## src/hdl/thc_pkg.sv

```systemverilog
// Shared constants and codes for the thermostat hysteresis safety controller.
package thc_pkg;

  // Default widths for the temperature path and the hold counter.
  localparam int TEMP_WIDTH_DEF = 14;
  localparam int HOLD_WIDTH_DEF = 16;

  // Fixed widths of the remaining configuration and channel fields.
  localparam int BAND_W     = 8;
  localparam int STEP_W     = 8;
  localparam int HOLD_CFG_W = 16;
  localparam int OP_W       = 2;
  localparam int CFG_IDX_W  = 3;

  // Item operation codes.
  localparam logic [OP_W-1:0] OP_SAMPLE   = 2'd0;
  localparam logic [OP_W-1:0] OP_MODE     = 2'd1;
  localparam logic [OP_W-1:0] OP_SETPOINT = 2'd2;
  localparam logic [OP_W-1:0] OP_TICK     = 2'd3;

  // Configuration register indexes.
  localparam logic [CFG_IDX_W-1:0] CFG_MIN_VALID = 3'd0;
  localparam logic [CFG_IDX_W-1:0] CFG_MAX_VALID = 3'd1;
  localparam logic [CFG_IDX_W-1:0] CFG_LIMIT     = 3'd2;
  localparam logic [CFG_IDX_W-1:0] CFG_BAND      = 3'd3;
  localparam logic [CFG_IDX_W-1:0] CFG_STEP      = 3'd4;
  localparam logic [CFG_IDX_W-1:0] CFG_HOLD      = 3'd5;

  // Reset values, in quarter degrees Celsius or milliseconds.
  localparam int MIN_VALID_RST = -1080;
  localparam int MAX_VALID_RST = 5600;
  localparam int LIMIT_RST     = 5200;
  localparam int BAND_RST      = 8;
  localparam int STEP_RST      = 20;
  localparam int HOLD_RST      = 500;
  localparam int SETPOINT_RST  = 400;

endpackage

```

## src/hdl/thermostat_hysteresis_safety_controller.sv

```systemverilog
// Top level of the on/off thermostat with sensor checks and emergency stop.
//
//   Channel | Direction | Handshake              | Word
//   in_     | input     | in_valid / in_stall    | op, reading, fault, turn, buttons
//   out_    | output    | out_valid / out_stall  | heater, error, mode, target, temp, estop
//   cfg_    | input     | cfg_valid / cfg_ready  | register index and data
//
// Each word passes an input register, then one pass of compares and adds that
// updates the state and loads the result register. A new word is accepted in
// every cycle unless the result is stalled; the state update sets that figure.
// Reset (rst_n low at a clock edge) restores config and state and empties both stages.
// A stalled result holds the state; the input register still takes one more word.
// Configuration writes are always ready and take effect in the next cycle.
module thermostat_hysteresis_safety_controller
  import thc_pkg::*;
#(
  parameter int TEMP_WIDTH = TEMP_WIDTH_DEF,
  parameter int HOLD_WIDTH = HOLD_WIDTH_DEF
) (
  input  logic                          clk,
  input  logic                          rst_n,
  // Input channel.
  input  logic                          in_valid,
  output logic                          in_stall,
  input  logic [OP_W-1:0]               in_op,
  input  logic signed [TEMP_WIDTH-1:0]  in_temp_reading,
  input  logic                          in_reading_fault,
  input  logic                          in_turn_up,
  input  logic                          in_left_button_down,
  input  logic                          in_right_button_down,
  // Result channel.
  output logic                          out_valid,
  input  logic                          out_stall,
  output logic                          out_heater_on,
  output logic                          out_sensor_error,
  output logic                          out_manual_mode,
  output logic [TEMP_WIDTH-2:0]         out_target_temp,
  output logic signed [TEMP_WIDTH-1:0]  out_measured_temp,
  output logic                          out_estop_fired,
  // Configuration channel.
  input  logic                          cfg_valid,
  output logic                          cfg_ready,
  input  logic [CFG_IDX_W-1:0]          cfg_index,
  input  logic [((TEMP_WIDTH > HOLD_CFG_W) ? TEMP_WIDTH : HOLD_CFG_W)-1:0] cfg_data
);

  localparam int TW    = TEMP_WIDTH;
  localparam int XW    = TEMP_WIDTH + 1;
  localparam int CMP_W = (HOLD_WIDTH > HOLD_CFG_W) ? HOLD_WIDTH : HOLD_CFG_W;

  // Configuration registers.
  logic signed [TW-1:0]    min_valid_r;
  logic signed [TW-1:0]    max_valid_r;
  logic [TW-2:0]           limit_r;
  logic [BAND_W-1:0]       band_r;
  logic [STEP_W-1:0]       step_r;
  logic [HOLD_CFG_W-1:0]   hold_ticks_r;

  // Input register stage.
  logic                    s1_valid_r;
  logic [OP_W-1:0]         s1_op_r;
  logic signed [TW-1:0]    s1_reading_r;
  logic                    s1_fault_r;
  logic                    s1_up_r;
  logic                    s1_left_r;
  logic                    s1_right_r;

  // Controller state; it also serves as the result word.
  logic                    mode_r, mode_nxt;
  logic                    heating_r, heating_nxt;
  logic                    error_r, error_nxt;
  logic signed [TW-1:0]    current_r, current_nxt;
  logic [TW-2:0]           setpoint_r, setpoint_nxt;
  logic [HOLD_WIDTH-1:0]   press_cnt_r, press_cnt_nxt;
  logic                    both_held_r, both_held_nxt;
  logic                    estop_done_r, estop_done_nxt;
  logic                    fired_r, fired_nxt;
  logic                    out_valid_r;

  // Intermediate values of the single pass.
  logic                    advance;
  logic                    sample_bad;
  logic signed [XW-1:0]    cur_x;
  logic signed [XW-1:0]    limit_x;
  logic signed [XW-1:0]    setpoint_x;
  logic signed [XW-1:0]    on_thresh;
  logic [TW-1:0]           sp_sum;
  logic [TW-1:0]           sp_diff;
  logic [CMP_W-1:0]        cnt_cmp;
  logic [CMP_W-1:0]        hold_cmp;

  // The compute stage moves unless a finished word is waiting downstream.
  assign advance   = !(out_valid_r && out_stall);
  assign in_stall  = s1_valid_r && !advance;
  assign cfg_ready = 1'b1;

  // Configuration writes.
  always_ff @(posedge clk) begin
    if (!rst_n) begin
      min_valid_r  <= TW'(MIN_VALID_RST);
      max_valid_r  <= TW'(MAX_VALID_RST);
      limit_r      <= (TW-1)'(LIMIT_RST);
      band_r       <= BAND_W'(BAND_RST);
      step_r       <= STEP_W'(STEP_RST);
      hold_ticks_r <= HOLD_CFG_W'(HOLD_RST);
    end else if (cfg_valid && cfg_ready) begin
      case (cfg_index)
        CFG_MIN_VALID: min_valid_r  <= cfg_data[TW-1:0];
        CFG_MAX_VALID: max_valid_r  <= cfg_data[TW-1:0];
        CFG_LIMIT:     limit_r      <= cfg_data[TW-2:0];
        CFG_BAND:      band_r       <= cfg_data[BAND_W-1:0];
        CFG_STEP:      step_r       <= cfg_data[STEP_W-1:0];
        CFG_HOLD:      hold_ticks_r <= cfg_data[HOLD_CFG_W-1:0];
        default: ;
      endcase
    end
  end

  // Input register: valid bit under reset, payload loaded on acceptance.
  always_ff @(posedge clk) begin
    if (!rst_n) begin
      s1_valid_r <= 1'b0;
    end else if (!in_stall) begin
      s1_valid_r <= in_valid;
    end
  end

  always_ff @(posedge clk) begin
    if (in_valid && !in_stall) begin
      s1_op_r      <= in_op;
      s1_reading_r <= in_temp_reading;
      s1_fault_r   <= in_reading_fault;
      s1_up_r      <= in_turn_up;
      s1_left_r    <= in_left_button_down;
      s1_right_r   <= in_right_button_down;
    end
  end

  // Range check of the incoming sample.
  assign sample_bad = s1_fault_r || (s1_reading_r < min_valid_r) ||
                      (s1_reading_r > max_valid_r);

  // Setpoint step arithmetic, one bit wider to catch overflow and borrow.
  assign sp_sum  = TW'(setpoint_r) + TW'(step_r);
  assign sp_diff = TW'(setpoint_r) - TW'(step_r);

  // Single pass: update the state for the word in the input register.
  always_comb begin
    mode_nxt       = mode_r;
    heating_nxt    = heating_r;
    error_nxt      = error_r;
    current_nxt    = current_r;
    setpoint_nxt   = setpoint_r;
    press_cnt_nxt  = press_cnt_r;
    both_held_nxt  = both_held_r;
    estop_done_nxt = estop_done_r;
    fired_nxt      = 1'b0;

    // The heater decision looks at the sample as it was just stored.
    cur_x      = XW'(current_r);
    if (s1_op_r == OP_SAMPLE && !sample_bad) begin
      cur_x = XW'(s1_reading_r);
    end
    limit_x    = signed'(XW'(limit_r));
    setpoint_x = signed'(XW'(setpoint_r));
    on_thresh  = setpoint_x - signed'(XW'(band_r));
    cnt_cmp    = '0;
    hold_cmp   = CMP_W'(hold_ticks_r);

    case (s1_op_r)
      OP_SAMPLE: begin
        error_nxt = sample_bad;
        if (!sample_bad) begin
          current_nxt = s1_reading_r;
        end
        if (sample_bad || !mode_r || setpoint_x > limit_x || cur_x >= limit_x) begin
          heating_nxt = 1'b0;
        end else if (cur_x < on_thresh) begin
          heating_nxt = 1'b1;
        end else if (cur_x > setpoint_x) begin
          heating_nxt = 1'b0;
        end
      end
      OP_MODE: begin
        mode_nxt = !mode_r;
      end
      OP_SETPOINT: begin
        if (s1_up_r) begin
          if (sp_sum > TW'(limit_r)) begin
            setpoint_nxt = limit_r;
          end else begin
            setpoint_nxt = sp_sum[TW-2:0];
          end
        end else if (sp_diff[TW-1]) begin
          setpoint_nxt = '0;
        end else begin
          setpoint_nxt = sp_diff[TW-2:0];
        end
      end
      OP_TICK: begin
        if (s1_left_r && s1_right_r) begin
          // Both buttons down: start or extend the hold, saturating.
          if (!both_held_r) begin
            both_held_nxt = 1'b1;
            press_cnt_nxt = '0;
          end else if (press_cnt_r != {HOLD_WIDTH{1'b1}}) begin
            press_cnt_nxt = press_cnt_r + 1'b1;
          end
          cnt_cmp = CMP_W'(press_cnt_nxt);
          if (cnt_cmp >= hold_cmp && !estop_done_r) begin
            mode_nxt       = 1'b0;
            heating_nxt    = 1'b0;
            estop_done_nxt = 1'b1;
            fired_nxt      = 1'b1;
          end
        end else begin
          press_cnt_nxt  = '0;
          both_held_nxt  = 1'b0;
          estop_done_nxt = 1'b0;
        end
      end
      default: ;
    endcase
  end

  // State and result registers.
  always_ff @(posedge clk) begin
    if (!rst_n) begin
      out_valid_r  <= 1'b0;
      mode_r       <= 1'b0;
      heating_r    <= 1'b0;
      error_r      <= 1'b0;
      current_r    <= '0;
      setpoint_r   <= (TW-1)'(SETPOINT_RST);
      press_cnt_r  <= '0;
      both_held_r  <= 1'b0;
      estop_done_r <= 1'b0;
      fired_r      <= 1'b0;
    end else if (advance) begin
      out_valid_r <= s1_valid_r;
      if (s1_valid_r) begin
        mode_r       <= mode_nxt;
        heating_r    <= heating_nxt;
        error_r      <= error_nxt;
        current_r    <= current_nxt;
        setpoint_r   <= setpoint_nxt;
        press_cnt_r  <= press_cnt_nxt;
        both_held_r  <= both_held_nxt;
        estop_done_r <= estop_done_nxt;
        fired_r      <= fired_nxt;
      end
    end
  end

  // Result word.
  assign out_valid         = out_valid_r;
  assign out_heater_on     = heating_r;
  assign out_sensor_error  = error_r;
  assign out_manual_mode   = mode_r;
  assign out_target_temp   = setpoint_r;
  assign out_measured_temp = current_r;
  assign out_estop_fired   = fired_r;

  // The heater is never driven while the sensor is in error.
  a_heater_no_error: assert property (@(posedge clk) disable iff (!rst_n)
    heating_r |-> !error_r)
    else $error("heater on with sensor error");

  // A completed stop belongs to a hold in progress.
  a_done_in_hold: assert property (@(posedge clk) disable iff (!rst_n)
    estop_done_r |-> both_held_r)
    else $error("emergency stop done outside a hold");

  // A firing stop leaves idle mode and the heater off in the same word.
  a_fire_safe: assert property (@(posedge clk) disable iff (!rst_n)
    (out_valid_r && fired_r) |-> (!mode_r && !heating_r))
    else $error("emergency stop did not force idle and heater off");

  // A word held in the input register moves on once the result is taken.
  a_stage_drain: assert property (@(posedge clk) disable iff (!rst_n)
    (s1_valid_r && out_valid_r && out_stall) ##1 !out_stall |=> out_valid_r)
    else $error("input stage word lost after stall");

endmodule

```

## config.mk

```make
export PLATFORM = sky130hd
export DESIGN_NAME = thermostat_hysteresis_safety_controller
export DESIGN_NICKNAME = d
export VERILOG_FILES = /design/src/hdl/thc_pkg.sv /design/src/hdl/thermostat_hysteresis_safety_controller.sv
export SDC_FILE = /design/constraint.sdc
export NUM_CORES = 1
export LEC_CHECK = 0
export BUFFER_PORTS_ARGS = -buffer_cell sky130_fd_sc_hd__buf_2
export CAP_MARGIN = 20
export CORE_ASPECT_RATIO = 2
export CORE_MARGIN = 4
export CORE_UTILIZATION = 45
export CTS_CLUSTER_SIZE = 40
export DETAILED_ROUTE_END_ITERATION = 6
export PLACE_DENSITY_LB_ADDON = 0.2
export SYNTH_ARGS = -nofsm -noshare
export SYNTH_HDL_FRONTEND = slang
export SYNTH_SLANG_ARGS = --single-unit
```

## constraint.sdc

```tcl
create_clock -name clk -period 4.3 [get_ports clk]
set_input_delay 0 -clock clk [delete_from_list [all_inputs] [get_ports clk]]
set_output_delay 0 -clock clk [all_outputs]
set_load 0.02 [all_outputs]
```

==> out/results.ini <==
[route]
drt-total-wl_um = 32900
vias = 9599
post_drt_via_cell_ratio = 5.73
drc_errors = 0
ant_nets = 0
first_pass_iters = 5
drt_iter0_markers = 616
wl_per_cell_um = 19.7

[pwr]
power_density_nw_per_um2 = 284
vdd_drop_max_mv = 0.325
leakage_uw = 0.00508
total_power_uw = 3470

[cts]
cts.sinks = 144
clock_latency_ns = 0.44
cts_tree = done
cts-buffers-inserted = 17
clock_path_buffers = 2
htreeDepth = 4
cts-root-buf = clkbuf_16
clk_pin_slew_ns = 0.06

[die]
dieArea_um2 = 25200
row_count = 77
dieHeight_um = 221
chipWidth_um = 114
start_util_pct = 45.9
ios = 78
core_um2 = 22200

[global_routing]
grt_usage_pct = 26.4
first_global_vias = 9666
grt_overflow = 0
grt_pass1_wl_um = 50900
antenna_found_initial = 1
grt_max_degree = 66

[worst_hold_path]
min_to = min_valid_r[8]
hold_path_depth = 2
hp-class = input pin to register
hold_start = rst_n

[worst_setup_path]
worst-endpoint-arrival_ns = 4.51
startpoint_type = register
regToRegSetupSlack_ns = 0.15
ff2ff_path_depth = 18
cp-startpoint = s1_reading_r[13]
rr_endpoint = out_heater_on
worstSetupPathType = register to register
required_ns = 4.67
crit_path_end_kind = register
path_max_fanout = 11
r2r-start = s1_reading_r[13]

[sta]
fmax_mhz = 241
drv_slew = 0
timing.final.crit_share_pct = 96.4
fin_crit_ns = 4.15
worst_slack_ns = 0.153
setup_viol = 0
worst_pin_slew_ns = 0.830
finalClockSkew_ns = 0.00834
hold_violations = 0
relSlewSlack_pct = 44.4
timing.hold.ws_ns = 0.0695

[synthesis]
synth_edf_count = 20
synth.distinct_cells = 83
yosysSeqAreaShare_pct = 30.3
synthArstFlopShare_pct = 0
yosys_warnings = 0
syn_area_um2 = 10200
syn_nets = 1426
syn_inst = 1252
ys_ff_latch = 144
synth_ff_type = dfxtp_1
syn_area_per_cell_um2 = 8.13

[placement]
dp_hpwl_um = 25800
dp.cells = 1598
port_buffers = 76
dp_slack_ns = -0.0376
gp_congestion = 0.948

[finish]
finalNonFillerCells = 1674
nets = 1559
n_antenna_cell = 0
drive_gt1_share_pct = 15.1
post-route-util_pct = 55.1
syn2layout_area_growth_pct = 19.9

[outcome]
status = finished, final reports clean

[flow_run]
maxCapViolCount = 0

[cell usage after synthesis, types with 4 or more instances]
cell / n / area share [%]
o211ai_1: 37 / 2.7
o31a_1: 6 / 0.52
nand4_1: 14 / 0.86
nand2b_1: 13 / 0.80
nor2b_1: 35 / 2.2
and3_1: 10 / 0.61
and2_1: 4 / 0.25
or2_2: 6 / 0.37
xnor2_1: 23 / 2.0
nor4_1: 8 / 0.49
o41ai_1: 4 / 0.34
a21o_1: 18 / 1.3
nand2_1: 216 / 8.0
o32a_1: 5 / 0.49
nor3_1: 24 / 1.2
a21boi_0: 61 / 4.5
buf_6: 4 / 0.44
xor2_1: 10 / 0.86
and4_1: 7 / 0.60
a31oi_1: 11 / 0.68
clkbuf_1: 41 / 1.5
inv_1: 114 / 4.2
o21a_1: 8 / 0.59
or3_1: 8 / 0.49
a22oi_1: 16 / 1.2
a221oi_1: 4 / 0.34
nor2_1: 41 / 1.5
nand3_1: 30 / 1.5
ha_1: 127 / 16
dfxtp_1: 124 / 24
a21oi_1: 70 / 3.4
edfxtp_1: 20 / 5.9
o21ai_0: 48 / 2.4
a211oi_1: 5 / 0.37
o311ai_0: 5 / 0.43
[report_power, final]
| group | internal (uW) | switching (uW) | total (uW) |
|---|---|---|---|
| registers | 1400 | 29.9 | 1430 |
| clock network | 930 | 613 | 1540 |
| logic | 207 | 291 | 498 |
| total | 2540 | 934 | 3470 |
[placed cells by master (no fill, tap or decap), types with 5 or more instances in the layout]
cell type | synthesis | layout
a21oi_1 | 70 | 61
nor4_1 | 8 | 7
nand4_1 | 14 | 14
edfxtp_1 | 20 | 20
o32a_1 | 5 | 5
clkbuf_16 | 0 | 17
a22oi_1 | 16 | 16
nand2_1 | 216 | 215
buf_4 | 3 | 48
ha_1 | 127 | 125
nor2_1 | 41 | 39
o21ai_0 | 48 | 45
or2_2 | 6 | 5
nand3_1 | 30 | 29
xnor2_1 | 23 | 22
inv_1 | 114 | 114
nor2b_1 | 35 | 34
nand2b_1 | 13 | 12
xor2_1 | 10 | 10
a31oi_1 | 11 | 11
dfxtp_1 | 124 | 122
a21oi_2 | 0 | 9
o21a_1 | 8 | 8
o211ai_1 | 37 | 37
buf_2 | 1 | 75
and3_1 | 10 | 10
dlygate4sd3_1 | 0 | 38
or3_1 | 8 | 8
o21ai_1 | 3 | 6
a21o_1 | 18 | 18
nor3_1 | 24 | 20
and4_1 | 7 | 7
a21boi_0 | 61 | 61
o31a_1 | 6 | 6
[stage by stage]
stage          instance area (um2)  TNS (ns)
2_1_floorplan                10200         0
3_3_place_gp                 11000         0
3_5_place_dp                 11000   -0.0376
4_1_cts                      12000         0
5_1_grt                      12200    -0.209
6_report                     12200         0
[per-layer routing]
metal	share of wire [%]	up-vias	global-route usage (%)
li1	-	4709	-
met1	35	4500	25.6
met2	55	267	50.7
met3	4.0	121	4.57
met4	6.4	2	16.1
met5	0.036	-	0
[area by class of cell]
| class | instances | area (um2) |
|---|---|---|
| well taps | 276 | 345 |
| multi-input cells | 943 | 6590 |
| inverters | 116 | 435 |
| flip-flops and latches | 144 | 3090 |
| clock buffers | 19 | 443 |
| fillers | 2102 | 9950 |
| repair buffers | 163 | 1140 |
| clock inverters | 13 | 160 |
[cells by family after synthesis]
logic type,share of synthesized area [%]
other,0.0368
adders and majority gates,16.4
buffers and inverters,6.50
xor gates and xnor gates,2.84
AOI/OAI and AO/OA,23.6
DFF,30.3
and+or+nand+nor,20.0
muxes,0.307
[registers in the layout (all words and copies together) (netlist names), 2 cells and up]
register and flops:
out_measured_temp 14, s1_reading_r 14, hold_cmp 16, s1_op_r 2
max_valid_r 14, step_r 8, out_target_temp 13, limit_r 13
band_r 8, press_cnt_r 16, min_valid_r 14
[critical path, stage by stage, from the launching register on]
cell and delay (ns):
edfxtp_1 0.46, ha_1 0.37, nand4_1 0.13, o21bai_1 0.18
a31oi_1 0.29, o31ai_1 0.14, buf_4 0.20, o31a_1 0.31
nor2_4 0.19, inv_1 0.07, ha_1 0.28, and4_1 0.21
nand2_1 0.07, a31oi_1 0.16, nand4_1 0.14, or4b_1 0.54
o2111ai_1 0.10, mux2i_1 0.10, a21oi_1 0.11
[what timing repair did]
| item | 4_1_cts | 5_1_grt |
|---|---|---|
| setup endpoints to repair | 1 | 14 |
| endpoints found under the hold margin | 95 | 0 |
| hold buffers | 38 | 0 |
| pin swaps | 0 | 12 |
| resized for setup | 1 | 37 |
| setup buffers | 0 | 4 |
[worst max path at each step]
| stage | to | slack, ns | cells after the start |
|---|---|---|---|
| 2_1_floorplan | out_target_temp[4] | 0.11 | 22 |
| 4_1_cts | out_heater_on | 0.006 | 21 |
| 3_5_place_dp | out_heater_on | -0.04 | 21 |
| 5_1_grt | out_heater_on | -0.08 | 18 |
| 6_report | out_heater_on | 0.15 | 18 |
| 3_3_place_gp | out_heater_on | 0.02 | 21 |
Note: power is estimated with default switching activity, not from simulation.
